### config.mk
export PLATFORM = sky130hd
export DESIGN_NAME = progress_percent_formatter_unit
export DESIGN_NICKNAME = d
export VERILOG_FILES = /design/src/design/ppf_pkg.sv /design/src/design/ppf_div.sv /design/src/design/progress_percent_formatter_unit.sv
export SDC_FILE = /design/constraint.sdc
export NUM_CORES = 2
export LEC_CHECK = 0
export BUFFER_PORTS_ARGS = -buffer_cell sky130_fd_sc_hd__buf_2
export CAP_MARGIN = 20
export CORE_MARGIN = 3
export CORE_UTILIZATION = 45
export DETAILED_ROUTE_END_ITERATION = 8
export GPL_TIMING_DRIVEN = 0
export PLACE_DENSITY = 0.62
export SLEW_MARGIN = 20
export SYNTH_ARGS = -nofsm -noshare
export SYNTH_HDL_FRONTEND = slang
export SYNTH_SLANG_ARGS = --single-unit
### constraint.sdc
create_clock -name clk -period 8.4 [get_ports clk]
set_input_delay 1.26 -clock clk [delete_from_list [all_inputs] [get_ports clk]]
set_output_delay 1.26 -clock clk [all_outputs]
set_load 0.02 [all_outputs]
### src/design/ppf_pkg.sv
// ppf_pkg: shared types and constants of the progress percent formatter
// used by ppf_div and progress_percent_formatter_unit
package ppf_pkg;

  localparam int TEXT_CHARS = 6;
  localparam int DIV_W      = 40;   // dividend and quotient width
  localparam int DVS_W      = 32;   // divisor width
  localparam int CNT_W      = 6;    // iteration count width

  // result status codes
  localparam logic [1:0] ST_IGNORED = 2'd0;
  localparam logic [1:0] ST_SAME    = 2'd1;
  localparam logic [1:0] ST_UPDATED = 2'd2;

  // configuration register indexes
  localparam logic [1:0] CFG_STEP  = 2'd0;
  localparam logic [1:0] CFG_WIDTH = 2'd1;
  localparam logic [1:0] CFG_LOW   = 2'd2;
  localparam logic [1:0] CFG_HIGH  = 2'd3;

  localparam logic [7:0] CH_ZERO  = 8'h30;
  localparam logic [7:0] CH_BLANK = 8'h20;

  typedef struct packed {
    logic             start;
    logic [CNT_W-1:0] iters;     // quotient bits to produce
    logic [DIV_W-1:0] dividend;  // left aligned: top iters bits are used
    logic [DVS_W-1:0] divisor;
  } div_req_t;

  typedef struct packed {
    logic             done;
    logic [DIV_W-1:0] quotient;  // low iters bits are the quotient
  } div_rsp_t;

endpackage

### src/design/ppf_div.sv
// ppf_div: shared restoring divider, one quotient bit per cycle
// depends on ppf_pkg
module ppf_div (
  input  logic              clk,
  input  logic              rst_n,
  input  ppf_pkg::div_req_t req,
  output ppf_pkg::div_rsp_t rsp
);
  import ppf_pkg::*;

  logic [DVS_W-1:0] rem_r, rem_nxt;
  logic [DIV_W-1:0] q_r, q_nxt;
  logic [DVS_W-1:0] dvs_r;
  logic [CNT_W-1:0] cnt_r;
  logic             busy_r, done_r;
  logic [DVS_W:0]   shifted;
  logic [DVS_W+1:0] diff;

  always_comb begin
    shifted = {rem_r, q_r[DIV_W-1]};
    diff    = {1'b0, shifted} - {2'b00, dvs_r};
    if (!diff[DVS_W+1]) begin
      rem_nxt = diff[DVS_W-1:0];
      q_nxt   = {q_r[DIV_W-2:0], 1'b1};
    end else begin
      rem_nxt = shifted[DVS_W-1:0];
      q_nxt   = {q_r[DIV_W-2:0], 1'b0};
    end
  end

  always_ff @(posedge clk) begin
    if (!rst_n) begin
      busy_r <= 1'b0;
      done_r <= 1'b0;
      cnt_r  <= '0;
    end else begin
      done_r <= 1'b0;
      if (req.start) begin
        busy_r <= 1'b1;
        cnt_r  <= req.iters;
        rem_r  <= '0;
        q_r    <= req.dividend;
        dvs_r  <= req.divisor;
      end else if (busy_r) begin
        rem_r <= rem_nxt;
        q_r   <= q_nxt;
        cnt_r <= cnt_r - 1'b1;
        if (cnt_r == CNT_W'(1)) begin
          busy_r <= 1'b0;
          done_r <= 1'b1;
        end
      end
    end
  end

  assign rsp.done     = done_r;
  assign rsp.quotient = q_r;

endmodule

### src/design/progress_percent_formatter_unit.sv
// progress_percent_formatter_unit: top level, sequencer around the shared divider
// depends on ppf_pkg and ppf_div
//
// One transaction in gives exactly one transaction out. A raw value (tuser 0) is
// rounded to a multiple of step_size; a position (tuser 1) is scaled against
// range_low..range_high into 100/step_size partitions, rounded, clamped, and the
// next position at which the percentage changes is reported as well. A changed
// value is stored and sent as right-aligned decimal ascii. All divisions run on
// one restoring divider that yields one quotient bit a cycle, so the item time is
// set by that unit: a raw value needs the rounding division and, when the value
// changes, the digit steps; a position adds the partition count, the scaling and
// the next-position division. in_tready is high only while the sequencer is
// idle; the result sits in an output register so the next item may be accepted
// while it waits.
module progress_percent_formatter_unit #(
  parameter int MAX_DIGITS = 6
) (
  input  logic         clk,
  input  logic         rst_n,
  // input stream
  input  logic         in_tvalid,
  output logic         in_tready,
  input  logic [31:0]  in_tdata,   // value[31:0]
  input  logic         in_tuser,   // command
  // result stream
  output logic         out_tvalid,
  input  logic         out_tready,
  output logic [119:0] out_tdata,  // shown_value[31:0], text[79:32],
                                   // text_length[82:80], next_position[116:83]
  output logic [2:0]   out_tuser,  // status[1:0], next_valid[2]
  // configuration
  input  logic         cfg_wr_en,
  input  logic [1:0]   cfg_index,
  input  logic [31:0]  cfg_data
);
  import ppf_pkg::*;

  // digits actually produced
  localparam int DIG_N = (MAX_DIGITS < TEXT_CHARS) ? MAX_DIGITS : TEXT_CHARS;

  typedef enum logic [3:0] {
    S_IDLE, S_PDIV, S_MUL_OFF, S_PCT_GO, S_PCT, S_RND_GO, S_RND, S_MUL_R,
    S_CMP, S_DIG_M, S_DIG_S, S_MUL_NP, S_NXT_GO, S_NXT, S_DONE
  } state_t;

  // configuration registers
  logic [6:0]         step_r;
  logic [2:0]         width_r;
  logic signed [31:0] low_r, high_r;

  state_t             state_r;
  logic               cmd_r;
  logic [31:0]        range_r;
  logic signed [33:0] off_r;
  logic [6:0]         parts_r;
  logic signed [41:0] prod_r;
  logic [32:0]        nv_r;
  logic [32:0]        qr_r;
  logic [39:0]        rfull_r;
  logic [31:0]        last_r;
  logic [31:0]        x_r;
  logic [28:0]        q10_r;
  logic [2:0]         dig_r;
  logic [3:0]         digit_r [TEXT_CHARS];
  logic               nz_r [TEXT_CHARS];
  logic [1:0]         status_r;
  logic               nvld_r;
  logic signed [33:0] next_r;
  div_req_t           div_req_r;
  div_rsp_t           div_rsp;

  logic               out_tvalid_r;
  logic [119:0]       out_tdata_r;
  logic [2:0]         out_tuser_r;

  // combinational helpers
  logic signed [41:0] pct_num;
  logic [39:0]        part_q;
  logic [6:0]         part;
  logic [31:0]        r_val;
  logic [63:0]        recip;
  logic [32:0]        q10_x10;
  logic [39:0]        nxt_num;
  logic signed [40:0] nxt_sum;
  logic [3:0]         txt_w;
  logic [47:0]        text;

  ppf_div u_div (
    .clk (clk),
    .rst_n (rst_n),
    .req (div_req_r),
    .rsp (div_rsp)
  );

  always_comb begin
    pct_num = prod_r + 42'(range_r >> 1);
    part_q  = div_rsp.quotient;
    part    = (part_q > 40'(parts_r)) ? parts_r : part_q[6:0];
    // rounding past 32 bits falls back one step
    r_val   = (rfull_r[39:32] != 8'd0) ? 32'(rfull_r - 40'(step_r)) : rfull_r[31:0];
    recip   = {32'd0, x_r} * 64'h0000_0000_CCCC_CCCD;
    q10_x10 = {1'b0, q10_r, 3'b000} + {3'b000, q10_r, 1'b0};
    nxt_num = rfull_r - 40'(range_r >> 1) + 40'(parts_r) - 40'd1;
    nxt_sum = $signed({1'b0, div_rsp.quotient}) + 41'(low_r);
    txt_w   = ({1'b0, width_r} > 4'(DIG_N)) ? 4'(DIG_N) : {1'b0, width_r};
    for (int i = 0; i < TEXT_CHARS; i++) begin
      if ((4'(i) < txt_w) && (i == 0 || nz_r[i]))
        text[8*i +: 8] = CH_ZERO + {4'd0, digit_r[i]};
      else
        text[8*i +: 8] = CH_BLANK;
    end
  end

  always_ff @(posedge clk) begin
    if (!rst_n) begin
      step_r       <= 7'd1;
      width_r      <= 3'd3;
      low_r        <= 32'sd0;
      high_r       <= 32'sd100;
      last_r       <= '0;
      state_r      <= S_IDLE;
      div_req_r    <= '0;
      out_tvalid_r <= 1'b0;
    end else begin
      // start is a one-cycle pulse; no state raises it right after another
      if (div_req_r.start)
        div_req_r.start <= 1'b0;
      // the done state reloads the result register itself
      if (out_tvalid_r && out_tready && state_r != S_DONE)
        out_tvalid_r <= 1'b0;

      if (cfg_wr_en) begin
        unique case (cfg_index)
          CFG_STEP:  step_r  <= cfg_data[6:0];
          CFG_WIDTH: width_r <= cfg_data[2:0];
          CFG_LOW:   low_r   <= cfg_data;
          CFG_HIGH:  high_r  <= cfg_data;
          default:   ;
        endcase
      end

      unique case (state_r)
        S_IDLE: begin
          if (in_tvalid) begin
            cmd_r    <= in_tuser;
            nvld_r   <= 1'b0;
            status_r <= ST_IGNORED;
            range_r  <= 32'(high_r - low_r);
            off_r    <= 34'($signed(in_tdata)) - 34'(low_r);
            if (step_r == 7'd0) begin
              state_r <= S_DONE;
            end else if (!in_tuser) begin
              nv_r    <= {1'b0, in_tdata};
              state_r <= S_RND_GO;
            end else if (high_r <= low_r) begin
              state_r <= S_DONE;
            end else begin
              div_req_r <= '{start: 1'b1, iters: CNT_W'(7),
                             dividend: {7'd100, 33'd0}, divisor: 32'(step_r)};
              state_r   <= S_PDIV;
            end
          end
        end
        S_PDIV: begin
          if (div_rsp.done) begin
            parts_r <= div_rsp.quotient[6:0];
            state_r <= (div_rsp.quotient[6:0] == 7'd0) ? S_DONE : S_MUL_OFF;
          end
        end
        S_MUL_OFF: begin
          prod_r  <= 42'(off_r * $signed({1'b0, parts_r}));
          state_r <= S_PCT_GO;
        end
        S_PCT_GO: begin
          if (pct_num < 0) begin
            nv_r    <= '0;
            state_r <= S_RND_GO;
          end else begin
            div_req_r <= '{start: 1'b1, iters: CNT_W'(DIV_W),
                           dividend: pct_num[39:0], divisor: range_r};
            state_r   <= S_PCT;
          end
        end
        S_PCT: begin
          if (div_rsp.done) begin
            nv_r    <= 33'(part * step_r);
            state_r <= S_RND_GO;
          end
        end
        S_RND_GO: begin
          div_req_r <= '{start: 1'b1, iters: CNT_W'(33),
                         dividend: {nv_r + 33'(step_r >> 1), 7'd0},
                         divisor: 32'(step_r)};
          state_r   <= S_RND;
        end
        S_RND: begin
          if (div_rsp.done) begin
            qr_r    <= div_rsp.quotient[32:0];
            state_r <= S_MUL_R;
          end
        end
        S_MUL_R: begin
          rfull_r <= 40'(qr_r * step_r);
          state_r <= S_CMP;
        end
        S_CMP: begin
          if (r_val == last_r) begin
            status_r <= ST_SAME;
            state_r  <= cmd_r ? S_MUL_NP : S_DONE;
          end else begin
            status_r <= ST_UPDATED;
            last_r   <= r_val;
            x_r      <= r_val;
            dig_r    <= '0;
            state_r  <= S_DIG_M;
          end
        end
        S_DIG_M: begin
          q10_r   <= recip[63:35];
          state_r <= S_DIG_S;
        end
        S_DIG_S: begin
          digit_r[dig_r] <= 4'(33'(x_r) - q10_x10);
          nz_r[dig_r]    <= (x_r != 32'd0);
          x_r            <= 32'(q10_r);
          dig_r          <= dig_r + 1'b1;
          if (dig_r == 3'(DIG_N - 1))
            state_r <= cmd_r ? S_MUL_NP : S_DONE;
          else
            state_r <= S_DIG_M;
        end
        S_MUL_NP: begin
          // qr_r is the stored value over the step, at most 100 here
          rfull_r <= 40'(range_r * (qr_r[7:0] + 8'd1));
          state_r <= S_NXT_GO;
        end
        S_NXT_GO: begin
          div_req_r <= '{start: 1'b1, iters: CNT_W'(DIV_W),
                         dividend: nxt_num, divisor: 32'(parts_r)};
          state_r   <= S_NXT;
        end
        S_NXT: begin
          if (div_rsp.done) begin
            next_r  <= nxt_sum[33:0];
            nvld_r  <= 1'b1;
            state_r <= S_DONE;
          end
        end
        S_DONE: begin
          if (!out_tvalid_r || out_tready) begin
            out_tvalid_r <= 1'b1;
            out_tuser_r  <= {nvld_r, status_r};
            out_tdata_r  <= {3'd0,
                             nvld_r ? next_r : 34'sd0,
                             (status_r == ST_UPDATED) ? 3'(txt_w) : 3'd0,
                             (status_r == ST_UPDATED) ? text : 48'd0,
                             last_r};
            state_r      <= S_IDLE;
          end
        end
        default: state_r <= S_IDLE;
      endcase
    end
  end

  assign in_tready  = (state_r == S_IDLE);
  assign out_tvalid = out_tvalid_r;
  assign out_tdata  = out_tdata_r;
  assign out_tuser  = out_tuser_r;

endmodule

==> summary.md <==
| Metric | Value |
|---|---|
| Initial antenna violation count | `23` |
| Critical Path Start | `parts_r[6]` |
| Worst Hold Launch | `div_req_r[7]` |
| DIE WIDTH | `around 430 um` |
| Mapped Area | `82000 um^2` |
| Syn. warnings | `0` |
| Status | `finished, violations left` |
| Port-buffer cells | `180` |
| Gr usage total | `0.301` |
| Clock root buffer | `clkbuf_16` |
| Worst Setup Path Type | `flop to flop` |
| Core Box Area | `about 180000 um^2` |
| CTS tree | `built` |
| Largest stage delay, worst path | `roughly 1 ns` |
| CP startpoint kind | `flop` |
| Unrepaired setup endpoints after global routing | `false` |
| Seq/Total Area, Yosys | `0.251` |
| R2R depth | `25` |
| Routability cong. | `~1.0` |
| Slew Limit Fails | `0` |
| Crit path time final | `about 8.4 ns` |
| Final core occ | `0.499` |
| Vias in the first global route | `~64000` |
| Most common cell after layout, fill and taps aside | `inv_1` |
| Ys async rst share | `0` |
| Max Buffers Root-to-Sink | `3` |
| Routed via count | `~63000` |
| Final wirelength | `about 280000 um` |
| Top FF cell, synth | `edfxtp_1` |
| TNS Setup | `-0.0282 ns` |
| Failing checks | `design-rule violations, negative setup slack` |
| DRT Pass-1 Iters | `9` |
| Grt ovf | `0` |
| Routed length per instance | `between 20 and 30 um` |
| Slew headroom | `0.121` |
| Post-route cell area | `~90000 um^2` |
| Final net count | `between 10000 and 15000` |
| Worst min-delay path category | `flop to flop` |
| Global-route wire length before repair | `415000 um` |
| Count of different cell masters after synthesis | `85` |
| Die ar. | `between 150000 and 200000 um^2` |
| Fraction of layout cells with a size suffix above 1 | `0.0637` |
| WP data required | `8.86 ns` |
| Reg-to-Reg Start | `parts_r[6]` |
| Mean area per synthesized cell | `~9.7 um^2` |
| Final setup violation count | `1` |
| Hold WS | `slightly above 0.4 ns` |
| Clk_skew | `between 0.08 and 0.09 ns` |
| Drt drc | `4` |
| DP Area | `86600 um^2` |
| Fin. Hold Viols | `0` |
| Area grow syn2layout | `10.0%` |
| Final ANT Viol Nets | `0` |
| WP data arrival | `8.88 ns` |
| Clock Latency Late Sink | `0.77 ns` |
| Hold Path Depth | `0` |
| Htree depth | `3` |
| Flop2flop setup slack | `-0.03 ns` |
| Worst reg2reg endpoint | `nv_r[12]` |
| Drt via density | `~5.6` |
| Dpl hpwl | `about 230000 um` |
| Most frequent cells in the layout | `inv_1, fa_1, ha_1, nand2_1, edfxtp_1` |
| Synth Instances | `8460` |
| Max FO, Critical Path | `10` |
| Critical Path End Type | `flop` |
| Fin crit share | `1.00` |
| Flops & latches, synth | `about 750` |
| Clk slew on worst S/H paths | `0.06 ns` |
| Number of synthesized flops with an enable pin | `~560` |
| CTS Buf Count | `90` |
| FP Rows | `156` |
| Hold Crit Endpoint | `u_div.dvs_r[7]` |
| DRT iter0 DRCs | `around 5600` |
| Slowest CP cell | `edfxtp_1` |
| Achievable Freq | `roughly 120 MHz` |
| Slew @ Worst Pin | `roughly 1.3 ns` |
| Clock sink count | `about 750` |
| Die span in y | `433 um` |
| Largest net degree at the start of global routing | `36` |
| Ports | `197` |
| Initial Util | `0.453` |
| Final worst setup slack | `-0.0282 ns` |
| Max_cap viols | `0` |
-- per-stage QoR --
| stage | instances | setup WS (ns) |
|---|---|---|
| floorplan | 8474 | 1.31 |
| global placement | 11000 | -2.96 |
| detailed placement | 11100 | -1.77 |
| CTS | 11300 | 0.0388 |
| global route | 11300 | 0.00621 |
| finish | 11300 | -0.0282 |
-- area by class of cell --
| type | instances | area [um^2] |
|---|---|---|
| clock buffers | 104 | 2410 |
| plain buffers | 267 | 1110 |
| inverters | 1412 | 5300 |
| repair buffers | 261 | 1750 |
| flip-flops and latches | 752 | 20600 |
| diodes | 11 | 27.5 |
| clock inverters | 58 | 718 |
| multi-input cells | 6032 | 55300 |
| fillers | 16900 | 90700 |
| well taps | 2370 | 2970 |
-- synth_stat cells, drive strengths merged, types with 63 or more instances --
| master | number | area [um^2] |
|---|---|---|
| a211oi | 63 | 473 |
| a21o | 187 | 1400 |
| a21oi | 453 | 2270 |
| and2 | 333 | 2080 |
| and3 | 72 | 450 |
| clkbuf | 233 | 875 |
| dfxtp | 196 | 3920 |
| edfxtp | 556 | 16700 |
| fa | 989 | 19800 |
| ha | 837 | 10500 |
| inv | 1407 | 5280 |
| mux2i | 70 | 701 |
| nand2 | 827 | 3100 |
| nand2b | 125 | 782 |
| nand3 | 98 | 490 |
| nor2 | 501 | 1880 |
| nor2b | 73 | 457 |
| nor3 | 64 | 320 |
| o21ai | 225 | 1130 |
| xnor2 | 257 | 2250 |
| xor2 | 145 | 1270 |
-- cell families after synthesis --
| group | after synthesis | share of synthesized area |
|---|---|---|
| and+or+nand+nor | 2297 | 0.134 |
| adders and majority gates | 1826 | 0.369 |
| buffers and inverters | 1690 | 0.0785 |
| AOI/OAI and AO/OA | 1369 | 0.108 |
| DFF | 752 | 0.251 |
| xor gates and xnor gates | 408 | 0.0446 |
| muxes | 117 | 0.0151 |
| other | 1 | 0.0000457 |
-- worst max path at each step --
stage | slack [ns] | endpoint | depth (start not counted)
final | -0.03 | nv_r[12] | 25
after global routing | 0.006 | q10_r[16] | 26
after CTS | 0.04 | q10_r[28] | 25
after detailed placement | -1.77 | nv_r[12] | 33
after global placement | -2.96 | out_tdata[32] | 5
after floorplan | 1.31 | q10_r[16] | 26
-- flip-flops by register name, summed over array words and instances (netlist names), 33 cells and up --
register   flops
out_tdata    100
div_req_r     77
prod_r        41
rfull_r       40
u_div.q_r     40
next_r        34
off_r         33
qr_r          33
-- metal layers --
layer	track usage	up-vias	part of all wire
met1	0.386	31700	0.40
met4	0.160	12	0.066
met3	0.0473	611	0.068
met2	0.491	2423	0.46
met5	0	-	0.00032
li1	-	28700	-
-- repair_timing --
action | CTS | global route
setup endpoints to repair | 36 | 15
hold endpoints to repair | 0 | 0
hold buffers | 0 | 0
setup buffers | 36 | 7
gates resized for setup | 31 | 22
pin swaps | 0 | 1
-- worst max-delay path: cells and delay by family (launching register included) --
family | cells | cell delay [ns]
adders and majority gates | 6 | 2.68
buffers and inverters | 5 | 0.98
DFF | 1 | 1.03
muxes | 1 | 0.43
AOI/OAI and AO/OA | 8 | 1.75
xor gates and xnor gates | 1 | 0.36
and+or+nand+nor | 4 | 0.86
Power is not shown: default switching activity piles up to over one toggle a cycle in this logic, so the estimate is an artifact.
